==> src/hw/rtl/cdrbd_pkg.sv <==
// Shared constants, types and controller/datapath structs for the digit RAM device.
`timescale 1ns / 1ps

package cdrbd_pkg;

    localparam int WORDS   = 64;
    localparam int DIGITS  = 16;
    localparam int DIGIT_W = 4;
    localparam int WORD_W  = DIGITS * DIGIT_W;
    localparam int IDX_W   = (WORDS > 1) ? $clog2(WORDS) : 1;
    localparam int STATE_W = 4;
    localparam int INSTR_W = 16;
    localparam int PAGE_W  = 2;
    localparam int ADDR_W  = 2 * DIGIT_W;
    // wide enough for base_page*WORDS + WORDS
    localparam int SPAN_W  = PAGE_W + $clog2(WORDS + 1) + 1;

    localparam logic [INSTR_W-1:0] INSTR_STORE  = 16'h0A76;
    localparam logic [INSTR_W-1:0] INSTR_RECALL = 16'h0A86;
    localparam int                 KIND_BIT     = 7;

    localparam logic [STATE_W-1:0] BUS_STATE_FIRST = 4'd0;
    localparam logic [STATE_W-1:0] BUS_STATE_LAST  = 4'd15;

    localparam logic [DIGIT_W-1:0] ERASED_DIGIT = 4'hE;
    localparam logic [WORD_W-1:0]  ERASED_WORD  = {DIGITS{ERASED_DIGIT}};

    typedef logic [IDX_W-1:0]  t_idx;
    typedef logic [SPAN_W-1:0] t_span;

    typedef struct packed {
        logic upd;          // an input item is accepted this cycle
        logic load_direct;  // load a non-driving result
        logic load_read;    // load the recalled word from the RAM
    } t_dp_cmd;

    typedef struct packed {
        logic recall_drive; // current input item drives a recalled word
    } t_dp_sts;

endpackage

==> src/hw/rtl/cdrbd_if.sv <==
// Channel interfaces: bus event input, result output and configuration write.
`timescale 1ns / 1ps

interface cdrbd_in_if;
    logic                           valid;
    logic                           ready;
    logic [cdrbd_pkg::STATE_W-1:0]  bus_state;
    logic                           bus_write;
    logic [cdrbd_pkg::INSTR_W-1:0]  instr_word;
    logic [cdrbd_pkg::WORD_W-1:0]   io_digits;

    modport source (output valid, bus_state, bus_write, instr_word, io_digits, input ready);
    modport sink   (input valid, bus_state, bus_write, instr_word, io_digits, output ready);
endinterface

interface cdrbd_out_if;
    logic                           valid;
    logic                           ready;
    logic                           drive_valid;
    logic [cdrbd_pkg::WORD_W-1:0]   read_word;

    modport source (output valid, drive_valid, read_word, input ready);
    modport sink   (input valid, drive_valid, read_word, output ready);
endinterface

interface cdrbd_cfg_if;
    logic                           valid;
    logic                           ready;
    logic [cdrbd_pkg::PAGE_W-1:0]   base_page;

    modport source (output valid, base_page, input ready);
    modport sink   (input valid, base_page, output ready);
endinterface

==> src/hw/rtl/cdrbd_ram.sv <==
// Generic single-write, single-read RAM with registered read data.
`timescale 1ns / 1ps

module cdrbd_ram #(
    parameter int WIDTH = 8,
    parameter int DEPTH = 16,
    localparam int ADDR_W = (DEPTH > 1) ? $clog2(DEPTH) : 1
) (
    input  logic              i_clk,
    input  logic              i_we,
    input  logic [ADDR_W-1:0] i_waddr,
    input  logic [WIDTH-1:0]  i_wdata,
    input  logic [ADDR_W-1:0] i_raddr,
    output logic [WIDTH-1:0]  o_rdata
);

    logic [WIDTH-1:0] r_mem [DEPTH];
    logic [WIDTH-1:0] r_rdata;

    always_ff @(posedge i_clk) begin
        if (i_we) begin
            r_mem[i_waddr] <= i_wdata;
        end
        r_rdata <= r_mem[i_raddr];
    end

    assign o_rdata = r_rdata;

endmodule

==> src/hw/rtl/cdrbd_ctrl.sv <==
// Controller: handshake, recall read sequencing and output valid.
`timescale 1ns / 1ps

module cdrbd_ctrl (
    input  logic               i_clk,
    input  logic               i_rst_n,
    input  logic               i_in_valid,
    output logic               o_in_ready,
    output logic               o_out_valid,
    input  logic               i_out_ready,
    input  cdrbd_pkg::t_dp_sts i_sts,
    output cdrbd_pkg::t_dp_cmd o_cmd
);

    typedef enum logic [1:0] {
        ST_RUN  = 2'b01,
        ST_READ = 2'b10
    } t_state;

    t_state r_state, n_state;
    logic   r_out_valid, n_out_valid;
    logic   accept;
    logic   out_free;

    assign out_free   = !r_out_valid || i_out_ready;
    assign o_in_ready = (r_state == ST_RUN) && out_free;
    assign accept     = i_in_valid && o_in_ready;

    always_comb begin
        n_state = r_state;
        unique case (r_state)
            ST_RUN: begin
                if (accept && i_sts.recall_drive) begin
                    n_state = ST_READ;
                end
            end
            ST_READ: begin
                n_state = ST_RUN;
            end
            default: begin
                n_state = ST_RUN;
            end
        endcase
    end

    always_comb begin
        o_cmd.upd         = accept;
        o_cmd.load_direct = accept && !i_sts.recall_drive;
        o_cmd.load_read   = (r_state == ST_READ);
    end

    always_comb begin
        n_out_valid = r_out_valid;
        if (r_out_valid && i_out_ready) begin
            n_out_valid = 1'b0;
        end
        if (o_cmd.load_direct || o_cmd.load_read) begin
            n_out_valid = 1'b1;
        end
    end

    always_ff @(posedge i_clk) begin
        if (!i_rst_n) begin
            r_state     <= ST_RUN;
            r_out_valid <= 1'b0;
        end else begin
            r_state     <= n_state;
            r_out_valid <= n_out_valid;
        end
    end

    assign o_out_valid = r_out_valid;

endmodule

==> src/hw/rtl/cdrbd_dp.sv <==
// Datapath: command state, address decode, word RAM with written flags, result register.
`timescale 1ns / 1ps

module cdrbd_dp (
    input  logic                                i_clk,
    input  logic                                i_rst_n,
    input  logic                                i_cfg_we,
    input  logic [cdrbd_pkg::PAGE_W-1:0]        i_cfg_base_page,
    input  logic [cdrbd_pkg::STATE_W-1:0]       i_bus_state,
    input  logic                                i_bus_write,
    input  logic [cdrbd_pkg::INSTR_W-1:0]       i_instr_word,
    input  logic [cdrbd_pkg::WORD_W-1:0]        i_io_digits,
    input  cdrbd_pkg::t_dp_cmd                  i_cmd,
    output cdrbd_pkg::t_dp_sts                  o_sts,
    output logic                                o_drive_valid,
    output logic [cdrbd_pkg::WORD_W-1:0]        o_read_word
);

    logic [cdrbd_pkg::PAGE_W-1:0] r_base_page;
    logic                         r_wait, n_wait;
    logic                         r_exec, n_exec;
    logic                         r_is_store, n_is_store;
    cdrbd_pkg::t_idx              r_idx, n_idx;
    logic [cdrbd_pkg::WORDS-1:0]  r_written;
    logic                         r_drive;
    logic [cdrbd_pkg::WORD_W-1:0] r_word;

    logic                         ev_read, ev_tick, store_now, decode, in_page;
    cdrbd_pkg::t_span             addr, start, stop;
    logic [cdrbd_pkg::WORD_W-1:0] ram_rdata;

    assign ev_read = (i_bus_state == cdrbd_pkg::BUS_STATE_FIRST) && i_bus_write;
    assign ev_tick = (i_bus_state == cdrbd_pkg::BUS_STATE_LAST) && !i_bus_write;

    assign o_sts.recall_drive = ev_read && r_exec && !r_is_store;

    assign store_now = i_cmd.upd && ev_tick && r_exec && r_is_store;
    assign decode    = (i_instr_word == cdrbd_pkg::INSTR_STORE)
                    || (i_instr_word == cdrbd_pkg::INSTR_RECALL);

    // address is digit1*16 + digit0
    assign addr    = cdrbd_pkg::t_span'(i_io_digits[cdrbd_pkg::ADDR_W-1:0]);
    assign start   = cdrbd_pkg::t_span'(r_base_page) * cdrbd_pkg::t_span'(cdrbd_pkg::WORDS);
    assign stop    = start + cdrbd_pkg::t_span'(cdrbd_pkg::WORDS);
    assign in_page = (addr >= start) && (addr < stop);

    always_comb begin
        n_wait     = r_wait;
        n_exec     = r_exec;
        n_is_store = r_is_store;
        n_idx      = r_idx;
        if (i_cmd.upd) begin
            if (o_sts.recall_drive) begin
                n_exec = 1'b0;
            end
            if (ev_tick) begin
                if (store_now) begin
                    n_exec = 1'b0;
                end
                if (r_wait) begin
                    n_wait = 1'b0;
                    n_exec = 1'b1;
                end
                if (decode && in_page) begin
                    n_idx      = cdrbd_pkg::t_idx'(addr - start);
                    n_is_store = !i_instr_word[cdrbd_pkg::KIND_BIT];
                    n_wait     = 1'b1;
                end
            end
        end
    end

    always_ff @(posedge i_clk) begin
        if (!i_rst_n) begin
            r_base_page <= '0;
            r_wait      <= 1'b0;
            r_exec      <= 1'b0;
            r_is_store  <= 1'b0;
            r_idx       <= '0;
            r_written   <= '0;
        end else begin
            if (i_cfg_we) begin
                r_base_page <= i_cfg_base_page;
            end
            r_wait     <= n_wait;
            r_exec     <= n_exec;
            r_is_store <= n_is_store;
            r_idx      <= n_idx;
            if (store_now) begin
                r_written[r_idx] <= 1'b1;
            end
        end
    end

    cdrbd_ram #(
        .WIDTH (cdrbd_pkg::WORD_W),
        .DEPTH (cdrbd_pkg::WORDS)
    ) u_ram (
        .i_clk   (i_clk),
        .i_we    (store_now),
        .i_waddr (r_idx),
        .i_wdata (i_io_digits),
        .i_raddr (r_idx),
        .o_rdata (ram_rdata)
    );

    always_ff @(posedge i_clk) begin
        if (i_cmd.load_direct) begin
            r_drive <= 1'b0;
            r_word  <= '0;
        end else if (i_cmd.load_read) begin
            r_drive <= 1'b1;
            r_word  <= r_written[r_idx] ? ram_rdata : cdrbd_pkg::ERASED_WORD;
        end
    end

    assign o_drive_valid = r_drive;
    assign o_read_word   = r_word;

endmodule

==> src/hw/rtl/calculator_digit_ram_bus_device.sv <==
// Top level of the digit-bus RAM device: controller, datapath and channel wiring.
//
//  channel  | dir | payload                                        | item
//  ---------+-----+------------------------------------------------+--------------------
//  i_in     | in  | bus_state[3:0] bus_write instr_word[15:0]      | one bus state event
//           |     | io_digits[63:0]                                |
//  o_out    | out | drive_valid read_word[63:0]                    | one result per event
//  i_cfg    | in  | base_page[1:0]                                 | register write
//
//  Other events load the result register directly; an event that drives a recalled
//  word first passes through a read state for the registered RAM read port.
//  Reset clears control state; words never stored read as all 0xE digits through
//  per-word written flags, so no clearing pass is needed.
//  i_in waits while the result register holds an item that o_out has not taken.
//  i_cfg is always ready.
`timescale 1ns / 1ps

module calculator_digit_ram_bus_device (
    input  logic        i_clk,
    input  logic        i_rst_n,
    cdrbd_in_if.sink    i_in,
    cdrbd_out_if.source o_out,
    cdrbd_cfg_if.sink   i_cfg
);

    cdrbd_pkg::t_dp_cmd cmd;
    cdrbd_pkg::t_dp_sts sts;

    assign i_cfg.ready = 1'b1;

    cdrbd_ctrl u_ctrl (
        .i_clk       (i_clk),
        .i_rst_n     (i_rst_n),
        .i_in_valid  (i_in.valid),
        .o_in_ready  (i_in.ready),
        .o_out_valid (o_out.valid),
        .i_out_ready (o_out.ready),
        .i_sts       (sts),
        .o_cmd       (cmd)
    );

    cdrbd_dp u_dp (
        .i_clk           (i_clk),
        .i_rst_n         (i_rst_n),
        .i_cfg_we        (i_cfg.valid && i_cfg.ready),
        .i_cfg_base_page (i_cfg.base_page),
        .i_bus_state     (i_in.bus_state),
        .i_bus_write     (i_in.bus_write),
        .i_instr_word    (i_in.instr_word),
        .i_io_digits     (i_in.io_digits),
        .i_cmd           (cmd),
        .o_sts           (sts),
        .o_drive_valid   (o_out.drive_valid),
        .o_read_word     (o_out.read_word)
    );

endmodule

==> src/flat_wrapper.sv <==
// flat-port wrapper written by rule: the top's interface ports become plain ports
module calculator_digit_ram_bus_device_flat 
  (i_clk, i_rst_n, i_in_valid, i_in_bus_state, i_in_bus_write, i_in_instr_word, i_in_io_digits, i_in_ready, o_out_valid, o_out_drive_valid, o_out_read_word, o_out_ready, i_cfg_valid, i_cfg_base_page, i_cfg_ready);
  cdrbd_in_if i_in_i ();
  cdrbd_out_if o_out_i ();
  cdrbd_cfg_if i_cfg_i ();
  input  logic i_clk;
  input  logic i_rst_n;
  input wire logic [$bits(i_in_i.valid)-1:0] i_in_valid;
  input wire logic [$bits(i_in_i.bus_state)-1:0] i_in_bus_state;
  input wire logic [$bits(i_in_i.bus_write)-1:0] i_in_bus_write;
  input wire logic [$bits(i_in_i.instr_word)-1:0] i_in_instr_word;
  input wire logic [$bits(i_in_i.io_digits)-1:0] i_in_io_digits;
  output wire logic [$bits(i_in_i.ready)-1:0] i_in_ready;
  output wire logic [$bits(o_out_i.valid)-1:0] o_out_valid;
  output wire logic [$bits(o_out_i.drive_valid)-1:0] o_out_drive_valid;
  output wire logic [$bits(o_out_i.read_word)-1:0] o_out_read_word;
  input wire logic [$bits(o_out_i.ready)-1:0] o_out_ready;
  input wire logic [$bits(i_cfg_i.valid)-1:0] i_cfg_valid;
  input wire logic [$bits(i_cfg_i.base_page)-1:0] i_cfg_base_page;
  output wire logic [$bits(i_cfg_i.ready)-1:0] i_cfg_ready;
  assign i_in_i.valid = i_in_valid;
  assign i_in_i.bus_state = i_in_bus_state;
  assign i_in_i.bus_write = i_in_bus_write;
  assign i_in_i.instr_word = i_in_instr_word;
  assign i_in_i.io_digits = i_in_io_digits;
  assign i_in_ready = i_in_i.ready;
  assign o_out_valid = o_out_i.valid;
  assign o_out_drive_valid = o_out_i.drive_valid;
  assign o_out_read_word = o_out_i.read_word;
  assign o_out_i.ready = o_out_ready;
  assign i_cfg_i.valid = i_cfg_valid;
  assign i_cfg_i.base_page = i_cfg_base_page;
  assign i_cfg_ready = i_cfg_i.ready;
  calculator_digit_ram_bus_device u_core (.i_clk(i_clk), .i_rst_n(i_rst_n), .i_in(i_in_i), .o_out(o_out_i), .i_cfg(i_cfg_i));
endmodule
==> config.mk <==
export PLATFORM = sky130hd
export DESIGN_NAME = calculator_digit_ram_bus_device_flat
export DESIGN_NICKNAME = d
export VERILOG_FILES = /design/src/hw/rtl/cdrbd_pkg.sv /design/src/hw/rtl/cdrbd_if.sv /design/src/hw/rtl/cdrbd_ram.sv /design/src/hw/rtl/cdrbd_ctrl.sv /design/src/hw/rtl/cdrbd_dp.sv /design/src/hw/rtl/calculator_digit_ram_bus_device.sv /design/src/flat_wrapper.sv
export SDC_FILE = /design/constraint.sdc
export NUM_CORES = 2
export LEC_CHECK = 0
export BUFFER_PORTS_ARGS = -buffer_cell sky130_fd_sc_hd__buf_2
export CAP_MARGIN = 20
export CORE_MARGIN = 2
export CORE_UTILIZATION = 31
export CTS_BUF_LIST = sky130_fd_sc_hd__clkbuf_16
export CTS_CLUSTER_SIZE = 8
export DETAILED_ROUTE_END_ITERATION = 10
export PLACE_DENSITY = 0.48
export REMOVE_ABC_BUFFERS = 1
export SYNTH_ARGS = -nofsm -noshare
export SYNTH_HDL_FRONTEND = slang
export SYNTH_SLANG_ARGS = --single-unit
export TNS_END_PERCENT = 10
==> constraint.sdc <==
create_clock -name i_clk -period 7 [get_ports i_clk]
set_input_delay 1.05 -clock i_clk [delete_from_list [all_inputs] [get_ports i_clk]]
set_output_delay 1.05 -clock i_clk [all_outputs]
set_load 0.02 [all_outputs]
==> impl_metrics.ini <==
[run_status]
outcome = finished, violations left
violations = max-slew violations

[critical_path]
regToRegStartpoint = u_core.u_dp.r_idx[0]
crit_chain = buf_12 > or2_2 > nor2_4 > buf_4 > nand2_1 > nor2_4 > buf_12
r2r-end = u_core.u_dp.u_ram.r_mem[16][24]
r2r_slack_ps = 2540
criticalPathCategory = flip-flop to flip-flop
cp_slowest_stage_delay_ps = 840
worst_setup_path_start_kind = flip-flop
required_ps = 7690
critPathArrivalTime_ps = 5150
slowest_stage = nor2_4
path_max_fanout = 51
path_buf_inv = 3
cp_top_family = simple AND/OR/NAND/NOR gates
reg2regPathDepth = 7
path_depth = 7
worstSetupEndpointType = flip-flop

[yosys]
syn-cell-area_sq_mm = 0.162
synth_top_area_frac = 0.757
yosysUniqueCellTypes = 68
synthArstFlopShare = 0
synth_top_cell_by_area = edfxtp_1
yosysMostFrequentCell = edfxtp_1
synth_area_leaders = edfxtp_1, mux4_2, mux2i_1, a221oi_1, dfxtp_1
synth_edf_count = 4096
synth.yosys.seq_area_share = 0.783
synth_top_cells_by_count = edfxtp_1, a221oi_1, mux2i_1
synth.avg_cell_area_sq_um = 18.6
ys_ff_latch = 4303
synthCells = 8733
ys.flop_type = edfxtp_1
yosys_warnings = 0

[global_route]
grt_usage = 0.233
grt_pass1_vias = 94400
grt-ovfl-total = 0
antenna_found_initial = 56
grt_start_max_net_pins = 105
grt_pass1_wl_um = 848000

[sta]
whs_ps = 263
slew_headroom = -0.0497
period_share = 0.638
fmax_ghz = 0.224
tns_ps = 0
finalSetupViolations = 0
post-route-min-period_ps = 4460
skew_ps = 54.6
tightestPinTransition_ps = 1570
hold_viol_final = 0
rsz0062_at_grt = false
drv_slew = 2

[cells_and_area]
fin_nets = 9372
finalNonFillerCells = 16700
n_fill_cell = 47900
syn_to_final_growth_pct = 18.0
fin_area_sq_mm = 0.192
drive_above_1_share = 0.198

[route]
routed_wl_um = 638000
via_per_inst = 5.83
wl_per_cell_um = 38.3
ant_nets = 0
drc = 0
via_count = 97000
first_iter_violations = 14200
firstDrtPassIters = 7

[floorplanning]
initial_core_util = 0.311
coreArea_sq_mm = 0.522
rows = 265
die_x_um = 728
dieHeight_um = 728
die_area_sq_mm = 0.530
ioPinCount = 160

[power]
p_leak_nw = 60.7
peakVddDrop_v = 0.000244
power_mw = 56.0
power.density_mw_per_mm2 = 292

[worst_hold_path]
min_from = i_cfg_base_page[0]
min_path_type = input port to flip-flop
min_path_cells = 3
hold_end = u_core.u_dp.r_base_page[0]

[clock_network]
postCtsSetupBuffers = 0
ctsHtreeMaxLevel = 6
clock_latency_ps = 1080
cts_hold_buf = 0
cts_tree = yes
cts_sinks = 4303
cts_root_buf = clkbuf_16
numCtsBuffers = 611
clkSlewWorstSetupHoldPaths_ps = 60
clockBufferDepth = 4
cts_resized = 0

[placed_design]
dp_cells = 15600
io_buffers = 158
routabilityCongestion = 0.819
hpwl_um = 349000
dpl_cell_area_sq_mm = 0.174

[run]
drv_cap = 0
==> power by group <==
group	switching, mW	leakage (nW)	internal, mW	total (mW)
logic	0.479	12.3	0.0605	0.539
clock network	11.4	9.93	15.9	27.2
registers	0.00326	38.5	28.2	28.2
==> tightest hold or removal path, delay by kind of cell <==
kind	cells	cell delay (ps)
and+or+nand+nor	1	100
buffers and inverters	1	80
muxes	1	60
==> area by class of cell <==
cell class / instances / area, sq um / share of cell area
Clock inverter: 410 / 2380 / 0.0124
Clock buffer: 616 / 15400 / 0.0804
Timing Repair Buffer: 544 / 4870 / 0.0254
Antenna cell: 21 / 52.6 / 0.000274
Tap cell: 6942 / 8690 / 0.0453
Multi-Input combinational cell: 3805 / 33100 / 0.173
Sequential cell: 4303 / 127000 / 0.663
Inverter: 10 / 60.1 / 0.000313
==> layer usage <==
layer | track usage | wire length [um]
met3 | 0.0446 | 57700
met4 | 0.0825 | 24300
met5 | 0 | 171
met1 | 0.317 | 259000
met2 | 0.372 | 296000
==> kinds of logic after synthesis <==
family | after synthesis | share of synthesized area
compound gates | 1850 | 0.0848
fa+ha+maj | 5 | 0.000385
buf+inv | 625 | 0.0180
flops | 4303 | 0.783
mux | 1044 | 0.0897
other cells | 1 | 0.0000231
simple gates | 905 | 0.0244
==> layout by cell type, fill, tap and decap left out, drive strengths merged, types with 8 or more instances in the layout <==
cell and n:
a31oi 16, o221ai 46, a221o 50, nor3 15, o22a 30, inv 385, and2 8, o211ai 20
a41oi 12, mux2i 466, or4 12, nor2b 21, buf 544, nand3 135, o21ai 174, clkbuf 616
nand4 36, a211oi 21, or3 8, a22oi 313, clkinv 34, a221oi 514, diode 21, a22o 59
o2111ai 9, a222oi 19, mux4 302, edfxtp 4096, a21oi 212, o22ai 202, mux2 276, nand2 272
a21boi 17, o2bb2ai 36, dfxtp 207, nor2 361, o21a 76
==> metrics by stage <==
| stage | worst slack, ps | util |
|---|---|---|
| floorplan | -36440 | - |
| global placement | 2330 | 0.333 |
| detailed placement | 2300 | 0.333 |
| CTS | 2640 | 0.367 |
| global route | 2490 | 0.368 |
| finish | 2540 | 0.368 |
==> state kept, by name, indices dropped and copies added (netlist names), 2 cells and up <==
| name | cells |
|---|---|
| u_core.u_dp.r_base_page | 2 |
| u_core.u_dp.u_ram.o_rdata | 64 |
| u_core.u_dp.r_idx | 6 |
| u_core.u_ctrl.r_state | 2 |
| u_core.u_dp.u_ram.r_mem | 4096 |
| u_core.u_dp.r_written | 64 |
| u_core.u_dp.o_read_word | 64 |
==> worst max path at each step <==
stage	end	slack (ps)	startpoint
after floorplan	u_core.u_dp.u_ram.o_rdata[3]	-36440	u_core.u_dp.r_idx[2]
after global placement	u_core.u_dp.u_ram.r_mem[44][51]	2330	o_out_ready
after detailed placement	u_core.u_dp.u_ram.r_mem[44][51]	2300	o_out_ready
after CTS	u_core.u_dp.u_ram.r_mem[16][32]	2640	u_core.u_dp.r_idx[0]
after global routing	u_core.u_dp.o_read_word[32]	2490	u_core.u_dp.r_idx[0]
final	u_core.u_dp.u_ram.r_mem[16][24]	2540	u_core.u_dp.r_idx[0]
Power figures use the tool's default switching activity.
